$ cat config.mk
export PLATFORM = sky130hd
export DESIGN_NAME = byte_stuffed_frame_decoder
export DESIGN_NICKNAME = d
export VERILOG_FILES = /design/src/rtl/bfd_pkg.sv /design/src/rtl/bfd_cfg_regs.sv /design/src/rtl/bfd_core.sv /design/src/rtl/bfd_out_reg.sv /design/src/rtl/byte_stuffed_frame_decoder.sv
export SDC_FILE = /design/constraint.sdc
export NUM_CORES = 1
export LEC_CHECK = 0
export BUFFER_PORTS_ARGS = -buffer_cell sky130_fd_sc_hd__buf_2
export CAP_MARGIN = 10
export CORE_ASPECT_RATIO = 0.6
export CORE_MARGIN = 3
export CORE_UTILIZATION = 50
export DETAILED_ROUTE_END_ITERATION = 7
export PLACE_DENSITY = 0.79
export SYNTH_ARGS = -nofsm -noshare
export SYNTH_HDL_FRONTEND = slang
export SYNTH_SLANG_ARGS = --single-unit
$ cat constraint.sdc
create_clock -name clk_i -period 8 [get_ports clk_i]
set_input_delay 0.4 -clock clk_i [delete_from_list [all_inputs] [get_ports clk_i]]
set_output_delay 0.4 -clock clk_i [all_outputs]
set_load 0.05 [all_outputs]
$ cat src/rtl/bfd_pkg.sv
// Shared types and constants for the byte-stuffed frame decoder.
package bfd_pkg;

  localparam int unsigned ByteW = 8;
  localparam int unsigned LenW  = 13;
  localparam int unsigned IdxW  = 3;

  // Hard ceiling on the frame length limit, whatever max_length says.
  localparam logic [LenW-1:0] LengthLimit = 13'd4096;

  typedef enum logic [1:0] {
    KIND_DATA = 2'd0,
    KIND_DONE = 2'd1,
    KIND_DROP = 2'd2
  } kind_e;

  typedef enum logic [1:0] {
    DROP_NONE   = 2'd0,
    DROP_ESCAPE = 2'd1,
    DROP_LONG   = 2'd2
  } drop_e;

  typedef enum logic [IdxW-1:0] {
    CFG_FLAG_CHAR   = 3'd0,
    CFG_ESCAPE_CHAR = 3'd1,
    CFG_FLAG_CODE   = 3'd2,
    CFG_ESCAPE_CODE = 3'd3,
    CFG_MAX_LENGTH  = 3'd4
  } cfg_idx_e;

  typedef struct packed {
    logic [ByteW-1:0] flag_char;
    logic [ByteW-1:0] escape_char;
    logic [ByteW-1:0] flag_escape_code;
    logic [ByteW-1:0] escape_escape_code;
    logic [LenW-1:0]  max_length;
  } cfg_t;

  typedef struct packed {
    kind_e            kind;
    logic [ByteW-1:0] data_byte;
    logic [LenW-1:0]  frame_length;
    drop_e            drop_reason;
  } result_t;

endpackage

$ cat src/rtl/bfd_cfg_regs.sv
// Configuration register file of the frame decoder.
module bfd_cfg_regs (
  input  logic                      clk_i,
  input  logic                      rst_ni,
  input  logic                      cfg_we_i,
  input  logic [bfd_pkg::IdxW-1:0]  cfg_index_i,
  input  logic [bfd_pkg::LenW-1:0]  cfg_data_i,
  output bfd_pkg::cfg_t             cfg_o
);

  bfd_pkg::cfg_t cfg_q;

  always_ff @(posedge clk_i or negedge rst_ni) begin
    if (!rst_ni) begin
      cfg_q.flag_char          <= 8'd126;
      cfg_q.escape_char        <= 8'd125;
      cfg_q.flag_escape_code   <= 8'd2;
      cfg_q.escape_escape_code <= 8'd1;
      cfg_q.max_length         <= 13'd4096;
    end else if (cfg_we_i) begin
      unique case (cfg_index_i)
        bfd_pkg::CFG_FLAG_CHAR:   cfg_q.flag_char <= cfg_data_i[bfd_pkg::ByteW-1:0];
        bfd_pkg::CFG_ESCAPE_CHAR: cfg_q.escape_char <= cfg_data_i[bfd_pkg::ByteW-1:0];
        bfd_pkg::CFG_FLAG_CODE:   cfg_q.flag_escape_code <= cfg_data_i[bfd_pkg::ByteW-1:0];
        bfd_pkg::CFG_ESCAPE_CODE: cfg_q.escape_escape_code <= cfg_data_i[bfd_pkg::ByteW-1:0];
        bfd_pkg::CFG_MAX_LENGTH:  cfg_q.max_length <= cfg_data_i;
        default: ;
      endcase
    end
  end

  assign cfg_o = cfg_q;

endmodule

$ cat src/rtl/bfd_core.sv
// Input register, frame state and per-byte decode logic.
module bfd_core (
  input  logic                      clk_i,
  input  logic                      rst_ni,
  input  bfd_pkg::cfg_t             cfg_i,
  input  logic                      in_valid_i,
  output logic                      in_stall_o,
  input  logic [bfd_pkg::ByteW-1:0] rx_byte_i,
  output logic                      res_valid_o,
  output bfd_pkg::result_t          res_o,
  input  logic                      res_ready_i
);

  logic                      s1_valid_q, s1_valid_d;
  logic [bfd_pkg::ByteW-1:0] s1_byte_q;
  logic                      hunt_q, hunt_d;
  logic [bfd_pkg::LenW-1:0]  cnt_q, cnt_d;
  logic [bfd_pkg::ByteW-1:0] prev_q, prev_d;
  logic                      has_res;
  logic                      fire;
  logic                      in_fire;
  logic [bfd_pkg::LenW-1:0]  limit;

  assign limit = (cfg_i.max_length > bfd_pkg::LengthLimit) ? bfd_pkg::LengthLimit
                                                           : cfg_i.max_length;

  always_comb begin
    logic [bfd_pkg::ByteW-1:0] cur;
    logic [bfd_pkg::ByteW-1:0] dec;
    logic [bfd_pkg::LenW-1:0]  cnt_n;
    logic                      have;
    logic                      bad;
    cur     = s1_byte_q;
    dec     = '0;
    cnt_n   = cnt_q;
    have    = 1'b0;
    bad     = 1'b0;
    hunt_d  = hunt_q;
    cnt_d   = cnt_q;
    prev_d  = prev_q;
    has_res = 1'b0;
    res_o   = '{kind: bfd_pkg::KIND_DATA, data_byte: '0, frame_length: '0,
                drop_reason: bfd_pkg::DROP_NONE};
    if (hunt_q) begin
      if (cur == cfg_i.flag_char) begin
        hunt_d = 1'b0;
        cnt_d  = '0;
        prev_d = '0;
      end
    end else if (cur == cfg_i.flag_char) begin
      // repeated flags before the body are skipped
      if (cnt_q != '0) begin
        hunt_d             = 1'b1;
        has_res            = 1'b1;
        res_o.kind         = bfd_pkg::KIND_DONE;
        res_o.frame_length = cnt_q;
      end
    end else begin
      if (prev_q == cfg_i.escape_char) begin
        if (cur == cfg_i.flag_escape_code) begin
          dec  = cfg_i.flag_char;
          have = 1'b1;
        end else if (cur == cfg_i.escape_escape_code) begin
          dec  = cfg_i.escape_char;
          have = 1'b1;
        end else begin
          bad = 1'b1;
        end
      end else begin
        if (cur != cfg_i.escape_char) begin
          dec  = cur;
          have = 1'b1;
        end
        cnt_n = cnt_q + 1'b1;
      end
      if (bad) begin
        hunt_d            = 1'b1;
        has_res           = 1'b1;
        res_o.kind        = bfd_pkg::KIND_DROP;
        res_o.drop_reason = bfd_pkg::DROP_ESCAPE;
      end else begin
        prev_d = cur;
        cnt_d  = cnt_n;
        if (cnt_n >= limit) begin
          hunt_d            = 1'b1;
          has_res           = 1'b1;
          res_o.kind        = bfd_pkg::KIND_DROP;
          res_o.drop_reason = bfd_pkg::DROP_LONG;
        end else if (have) begin
          has_res         = 1'b1;
          res_o.data_byte = dec;
        end
      end
    end
  end

  // an item with no result leaves even while the output is stalled
  assign fire        = s1_valid_q && (!has_res || res_ready_i);
  assign res_valid_o = s1_valid_q && has_res;
  assign in_stall_o  = s1_valid_q && !fire;
  assign in_fire     = in_valid_i && !in_stall_o;

  always_comb begin
    s1_valid_d = s1_valid_q;
    if (in_fire) begin
      s1_valid_d = 1'b1;
    end else if (fire) begin
      s1_valid_d = 1'b0;
    end
  end

  always_ff @(posedge clk_i or negedge rst_ni) begin
    if (!rst_ni) begin
      s1_valid_q <= 1'b0;
      hunt_q     <= 1'b1;
      cnt_q      <= '0;
      prev_q     <= '0;
    end else begin
      s1_valid_q <= s1_valid_d;
      if (fire) begin
        hunt_q <= hunt_d;
        cnt_q  <= cnt_d;
        prev_q <= prev_d;
      end
    end
  end

  always_ff @(posedge clk_i) begin
    if (in_fire) begin
      s1_byte_q <= rx_byte_i;
    end
  end

endmodule

$ cat src/rtl/bfd_out_reg.sv
// Result register that drives the output channel.
module bfd_out_reg (
  input  logic             clk_i,
  input  logic             rst_ni,
  input  logic             res_valid_i,
  input  bfd_pkg::result_t res_i,
  output logic             res_ready_o,
  output logic             out_valid_o,
  input  logic             out_stall_i,
  output bfd_pkg::result_t out_o
);

  logic             valid_q, valid_d;
  bfd_pkg::result_t res_q;

  assign res_ready_o = !valid_q || !out_stall_i;

  always_comb begin
    valid_d = valid_q;
    if (res_ready_o) begin
      valid_d = res_valid_i;
    end
  end

  always_ff @(posedge clk_i or negedge rst_ni) begin
    if (!rst_ni) begin
      valid_q <= 1'b0;
    end else begin
      valid_q <= valid_d;
    end
  end

  always_ff @(posedge clk_i) begin
    if (res_ready_o && res_valid_i) begin
      res_q <= res_i;
    end
  end

  assign out_valid_o = valid_q;
  assign out_o       = res_q;

endmodule

$ cat src/rtl/byte_stuffed_frame_decoder.sv
// Byte-stuffed frame decoder: one raw link byte in per item, at most one result out per item;
// a new byte is taken every cycle unless the input stalls, a result reaches the output
// via the input register, then the result register, and bytes that give no result (hunting,
// repeated flags, escape bytes) pass the input register even while the output side is
// stalled, so input stalls only when a waiting result blocks the next one. Configuration
// writes take effect on the next byte and should be made only while the block is idle.
module byte_stuffed_frame_decoder (
  input  logic                      clk_i,
  input  logic                      rst_ni,
  input  logic                      cfg_we_i,
  input  logic [bfd_pkg::IdxW-1:0]  cfg_index_i,
  input  logic [bfd_pkg::LenW-1:0]  cfg_data_i,
  input  logic                      in_valid_i,
  output logic                      in_stall_o,
  input  logic [bfd_pkg::ByteW-1:0] rx_byte_i,
  output logic                      out_valid_o,
  input  logic                      out_stall_i,
  output logic [1:0]                kind_o,
  output logic [bfd_pkg::ByteW-1:0] data_byte_o,
  output logic [bfd_pkg::LenW-1:0]  frame_length_o,
  output logic [1:0]                drop_reason_o
);

  bfd_pkg::cfg_t    cfg;
  bfd_pkg::result_t res;
  bfd_pkg::result_t out;
  logic             res_valid;
  logic             res_ready;

  bfd_cfg_regs u_cfg (
    .clk_i       (clk_i),
    .rst_ni      (rst_ni),
    .cfg_we_i    (cfg_we_i),
    .cfg_index_i (cfg_index_i),
    .cfg_data_i  (cfg_data_i),
    .cfg_o       (cfg)
  );

  bfd_core u_core (
    .clk_i       (clk_i),
    .rst_ni      (rst_ni),
    .cfg_i       (cfg),
    .in_valid_i  (in_valid_i),
    .in_stall_o  (in_stall_o),
    .rx_byte_i   (rx_byte_i),
    .res_valid_o (res_valid),
    .res_o       (res),
    .res_ready_i (res_ready)
  );

  bfd_out_reg u_out (
    .clk_i       (clk_i),
    .rst_ni      (rst_ni),
    .res_valid_i (res_valid),
    .res_i       (res),
    .res_ready_o (res_ready),
    .out_valid_o (out_valid_o),
    .out_stall_i (out_stall_i),
    .out_o       (out)
  );

  assign kind_o         = out.kind;
  assign data_byte_o    = out.data_byte;
  assign frame_length_o = out.frame_length;
  assign drop_reason_o  = out.drop_reason;

endmodule

* Word level (Yosys, flattened, before mapping)
Cells that the tools add are included.
** Operators by class
- Reduce and logical (&&, ||, !) cells :: 25
- Order comparisons :: 2
- Equality and inequality tests :: 12
- Bitwise operators :: 3
- Mux-type cells :: 45
- Add/sub/neg operators :: 1
** Operators by type and width (number)
- $mux 13 :: 8
- $mux 8 :: 8
- $eq 8x8->1 :: 4
- $mux 1 :: 26
- $add 13x1->13 const B :: 1
- $ge 13x13->1 :: 1
- $gt 13x13->1 const B :: 1
- $reduce_bool 13->1 :: 1
- $reduce_and 2->1 :: 5
- $ne 8x8->1 :: 1
- $eq 3x2->1 const B :: 2
- $mux 2 :: 3
- $reduce_or 3->1 :: 2
- $logic_and 1x1->1 :: 5
- $logic_not 1->1 :: 5
- $reduce_or 5->1 :: 1
- $ne 2x1->1 const B :: 2
- $reduce_and 4->1 :: 1
- $eq 3x1->1 const B :: 1
- $eq 3x3->1 const B :: 1
- $logic_not 3->1 :: 1
- $not 1->1 :: 3
- $logic_or 1x1->1 :: 2
- $ne 2x2->1 const B :: 1
- 2 further kinds :: 2
** Word-level totals
- Word-level logic and storage cells :: 104
- Flip-flop bits (word level) :: 102

* Logic depth before layout (Yosys ltp)
- Word-level depth :: 19
- Mapped depth :: 17

* Hierarchy
From an unflattened synthesis, not the netlist that was laid out.
** Second synthesis, totals
- Cells, all modules :: 460
- Area, all modules :: 5494.0 um2
** Modules (own cells, without submodules)
- bfd_core :: instances 1, cells each 333, area an instance 2957.8 um2
- bfd_cfg_regs :: instances 1, cells each 98, area an instance 1737.9 um2
- bfd_out_reg :: instances 1, cells each 29, area an instance 798.3 um2

* Least setup slack after synthesis
OpenSTA, ideal clock, no wires.
- Kind :: register to register
- Start :: register u_cfg.cfg_q (netlist bit u_cfg.cfg_o[35])
- End :: register u_out.res_q (netlist bit u_out.out_o[0]), enable pin
- Data required time :: 7.585 ns
- Stages on the path, launching flop included :: 15
- Buffers on the path :: 1
- Clock period less this slack :: 4.549 ns
- Path slack :: 3.451 ns
- Data arrival time :: 4.133 ns
- Cell sequence :: dfstp_2 > xor2_1 > nor4_1 > nand2_1 > and4_1 > clkbuf_1 > and3_1 > xnor2_1 > inv_1 > ha_1 > and4_1 > a221o_1 > a31oi_1 > a211o_1 > a21oi_1
** On the way
- Cells in the longest elaborated chain, start to end :: 12
- Elaborated cells on any way between the ends :: 20
- Classes of those cells :: 1 x order compare; 2 x eq/ne; 15 x mux; 2 x reduce/logical
** RTL lines
- start: declaration :: RTL line bfd_cfg_regs.sv:11 : bfd_pkg::cfg_t cfg_q;
- branches (longest 7 deep; another with $ge 13x13->1)
- $mux 1 (*) :: RTL line bfd_core.sv:76 : if (bad) begin
- $mux 1 (*) :: RTL line bfd_core.sv:50 : end else if (cur == cfg_i.flag_char) begin
- $mux 1 (*) :: RTL line bfd_core.sv:44 : if (hunt_q) begin
- $logic_and 1x1->1 (*) :: RTL line bfd_core.sv:99 : assign res_valid_o = s1_valid_q && has_res;
- $logic_and 1x1->1 (*) :: RTL line bfd_out_reg.sv:34 : if (res_ready_o && res_valid_i) begin
- end signal: assignment :: RTL line bfd_out_reg.sv:35 : res_q <= res_i;
- end: declaration :: RTL line bfd_out_reg.sv:14 : bfd_pkg::result_t res_q;
Mark *: on every way between the ends. The select of a mux whose other input is x is not followed.
A chain may end at the register's enable or synchronous reset.

* Worst setup path after layout
- Start :: register u_cfg.cfg_q (netlist bit u_cfg.cfg_o[35])
- End :: output in_stall_o
** On the way
- Cells in the longest elaborated chain, start to end :: 15
- Elaborated cells on any way between the ends :: 23
- Classes of those cells :: 1 x order compare; 2 x eq/ne; 15 x mux; 5 x reduce/logical
** RTL lines
- branches (longest 7 deep; another with $ge 13x13->1)
- $mux 1 (*) :: RTL line bfd_core.sv:76
- $mux 1 (*) :: RTL line bfd_core.sv:50
- $mux 1 (*) :: RTL line bfd_core.sv:44
- $logic_not 1->1 (*) :: RTL line bfd_core.sv:98 : assign fire = s1_valid_q && (!has_res || res_ready_i);
- $logic_or 1x1->1 (*) :: RTL line bfd_core.sv:98
- $logic_and 1x1->1 (*) :: RTL line bfd_core.sv:98
- $logic_not 1->1 (*) :: RTL line bfd_core.sv:100 : assign in_stall_o = s1_valid_q && !fire;
- $logic_and 1x1->1 (*) :: RTL line bfd_core.sv:100
- end: declaration :: RTL line byte_stuffed_frame_decoder.sv:14 : output logic in_stall_o,
Marks and branches as above.

==> out/results.env <==
OUTCOME='completed'
HOLD_PATH_DEPTH=1
MAX_FREQ_MHz=194
HOLD_CLASS='in -> reg'
FLOORPLAN.INITIALDENSITY=0.521
R2R_START='u_cfg.cfg_o[35]'
SYNTH_FF_TYPE='dfrtp_1'
HOLDBUFCOUNTCTS=0
FIRST_ITER_VIOLATIONS=393
PLACE.PORT_BUFFERS=55
HP-START='rx_byte_i[4]'
WORST_EP_REQUIRED_TIME_NS=7.60
SYNTH_WARNINGS=0
DIE_Y_UM=85.1
TRITONCTS='yes'
DETAILEDPLACE.WORSTSLACK_NS=3.20
VIA_COUNT=3620
WORST_SLEW_PIN_SLEW_NS=1.03
REPORT.FINAL.SETUP_VIOL=0
R2R.WORST_PATH.CELLS=14
POST_SYNTH_MAIN_AREA_CONTRIBUTORS='dfrtp_1 (25%), edfxtp_1 (19%), mux2_2 (9.5%)'
SEQ_AREA_FRAC_SYNTH=0.525
NUMBER_OF_BUFFERS_INSERTED_DURING_CLOCK_TREE_SYNTHESIS=9
CP_SLOWEST_CELL='dfstp_2'
REPORT.FINAL.HOLD_VIOL_COUNT=0
GRT_OVERFLOW_TOTAL=0
SYNTH.CELL_AREA_MM2=0.00522
PLACED_AREA_MM2=0.00556
POST-CTS-SETUP-BUFFER-COUNT=0
INSERTION_DELAY_NS=0.34
SYNTH.MOST_COMMON_CELL='dfrtp_1'
SYNTH_ENABLE_FLOP_CELLS=33
PEAK_PER_STAGE_DELAY_ON_THE_CRITICAL_PATH_NS=0.57
FF2FF_SETUP_SLACK_NS=3.05
CTS_MAX_LEVEL=3
POWER.DENSITY_mW_PER_MM2=296
FINISH.UTILIZATION=0.588
SETUP-TNS-FINAL_NS=0
SYNTH-SEQ-CELLS=102
NETS=538
MAXIMUM_NUMBER_OF_PINS_ON_ONE_NET_BEFORE_GLOBAL_ROUTE_REPAIR=70
AREA.SEQUENTIAL_MM2=0.00274
CLOCK-SINKS=102
SYNTHTOLAYOUTAREAGROWTH_PCT=12.9
RSZ0062_AT_GRT='false'
STATIC-LEAKAGE-POWER_nW=2.39
SYNTH_TOP_CELL_AREA_SHARE=0.254
CTS_MAX_PATH_BUFFERS=2
WORST_IR_DROP_VDD_mV=0.139
NUM_IO_PINS=56
GP_ROUTABILITY_CONGESTION=0.968
GRT_USAGE=0.211
CRIT_PATH_DAT_NS=4.76
FLOORPLAN.ROWS=28
POST-ROUTE-MIN-PERIOD_NS=5.16
CLOCK_TRANSITION_AT_THE_REGISTERS_OF_THE_REPORTED_PATHS_NS=0.07
ROUTED_VIA_DENSITY=5.73
SYNTH_COMMON_CELLS='dfrtp_1 (53), mux2_2 (44), nand2_1 (41)'
FINAL_HPWL_FROM_DETAILED_PLACEMENT_MM=8.62
CTS-ROOT-BUF='clkbuf_16'
RELSLEWSLACK=0.306
SYNTH_FP_NETS=494
SETUP.WORST_PATH.END_CLASS='output pin'
POST_CTS_RESIZE_COUNT=0
WL_PER_CELL_UM=18.8
DESIGN.DIE.AREA_MM2=0.0117
POSTSYNTHAREAPERCELL_UM2=11.6
CRITPATHMAXFANOUT=16
POST-LAYOUT-TOTAL-POWER_mW=1.74
WORSTPATHCELLLIST='xor2_1 > nor4_1 > nand2_1 > and4_1 > and3_1 > xnor2_1 > inv_1 > ha_1 > and4_1 > a221o_1 > a31oi_1 > a211o_1 > or2_1 > inv_1 > buf_2'
SYNTH-ASYNC-RESET-RATIO=0.676
FIRST_PASS_ITERS=6
DRCVIOLATIONCOUNT=0
WORST_R2R_ENDPOINT='u_core.cnt_q[10]'
HOLD_PATH_END='u_core.s1_byte_q[4]'
DRV_CAP=0
SYNTH.LIB_CELLS_USED.DISTINCT=46
DIEWIDTH_UM=138
N_ANTENNA_CELL=0
GRT_PASS1_VIAS=3362
TIMING.FINAL.WS_SETUP_NS=2.84
SYNTH_CELLS=448
SKEW_NS=0.00744
GRT_FIRST_PASS_WIRELENGTH_MM=18.7
DRIVE_GT1_FRAC=0.290
SLEW_VIOLATIONS=0
SETUP.WORST_PATH.START_CLASS='flip-flop'
FILL_CELLS=834
GRT_ANTENNA_BEFORE_REPAIR=0
ANTENNA_VIOLATING_NETS_POST_ROUTE=0
FINAL_DESIGN_AREA_NO_FILL_MM2=0.00589
SYNTH_TOP_AREA_CELL='dfrtp_1'
CORE-AREA_MM2=0.0100
FIN_CRIT_SH=0.645
AREA_OF_THE_MULTI_INPUT_GATES_MM2=0.00232
WL_MM=11.9
CRITICAL_PATH_CLASS='reg -> out'
flip-flops by register name, summed over array words and instances (netlist names):
register / cells
u_cfg.cfg_o: 45
u_core.cnt_q: 13
u_core.hunt_q: 1
u_core.prev_q: 8
u_core.s1_byte_q: 8
u_core.s1_valid_q: 1
u_out.out_o: 25
u_out.out_valid_o: 1
placed cells by master, fill, tap and decap left out, types with 3 or more instances in the layout:
master	n
and2_1	13
o31ai_2	4
nand2_1	41
nor2b_1	5
dfstp_2	16
nor2_1	16
and3_1	8
nand3_1	5
nor3_1	3
buf_2	55
a21o_1	3
nand4_1	5
mux2_2	44
clkbuf_16	9
ha_1	17
inv_1	10
xor2_1	36
edfxtp_1	33
o21ai_0	4
a222oi_1	8
a21oi_1	5
and4_1	6
nor4_1	13
xnor2_1	16
o21ai_1	35
dfrtp_1	53
metrics by stage:
stage / instances / hold WS [ns]
finish: 632 / 0.229
floorplan: 448 / 0.104
CTS: 631 / 0.224
global placement: 615 / 0.487
global route: 632 / 0.220
detailed placement: 615 / 0.505
power by group:
part	switching [mW]	internal, mW	total, mW	leakage (nW)
clock	0.186	0.274	0.459	0.146
combinational	0.276	0.239	0.515	1.17
sequential	0.120	0.648	0.768	1.08
total	0.582	1.16	1.74	2.39
cell type report:
cell class              count  share of cell area
well taps                 135              0.0287
clock buffers              10              0.0389
clock inverters             6              0.0149
multi-input cells         310               0.394
inverters                  11             0.00701
repair buffers             58              0.0518
flip-flops and latches    102               0.465
logic make-up (layout without fill, tap and decap cells):
family | Yosys count | count (layout) | synth area share
and+or+nand+nor | 127 | 127 | 0.130
muxes | 44 | 44 | 0.0949
buffers and inverters | 36 | 85 | 0.0321
adders and majority gates | 17 | 17 | 0.0408
DFF | 102 | 102 | 0.525
AOI/OAI and AO/OA | 70 | 70 | 0.0901
xor gates and xnor gates | 52 | 52 | 0.0873
how the worst max path moves through the flow:
stage | slack [ns] | start | depth (start not counted) | end
floorplan | 3.45 | u_cfg.cfg_o[35] | 14 | u_out.out_o[0]
global placement | 3.33 | u_cfg.cfg_o[35] | 14 | u_out.out_o[8]
detailed placement | 3.20 | u_cfg.cfg_o[33] | 14 | u_core.s1_byte_q[7]
CTS | 2.84 | u_cfg.cfg_o[35] | 15 | in_stall_o
global route | 2.45 | u_cfg.cfg_o[35] | 16 | in_stall_o
finish | 2.84 | u_cfg.cfg_o[35] | 15 | in_stall_o
critical path: cells and delay by family (launching register included):
kind / cells / cell delay [ns]
buf+inv: 3 / 0.32
compound gates: 3 / 1.04
xor+xnor: 2 / 0.35
fa+ha+maj: 1 / 0.31
simple gates: 6 / 1.83
flops: 1 / 0.57
layer usage:
layer	vias to the layer above	share of wire	GRT usage	routed length, um
met4	0	0.012	0.0386	138
li1	1694	-	-	-
met1	1770	0.50	0.347	5910
met2	144	0.40	0.273	4720
met3	12	0.094	0.0640	1110
met5	-	0	0	0
No activity file was read; power rests on OpenSTA's default activity.
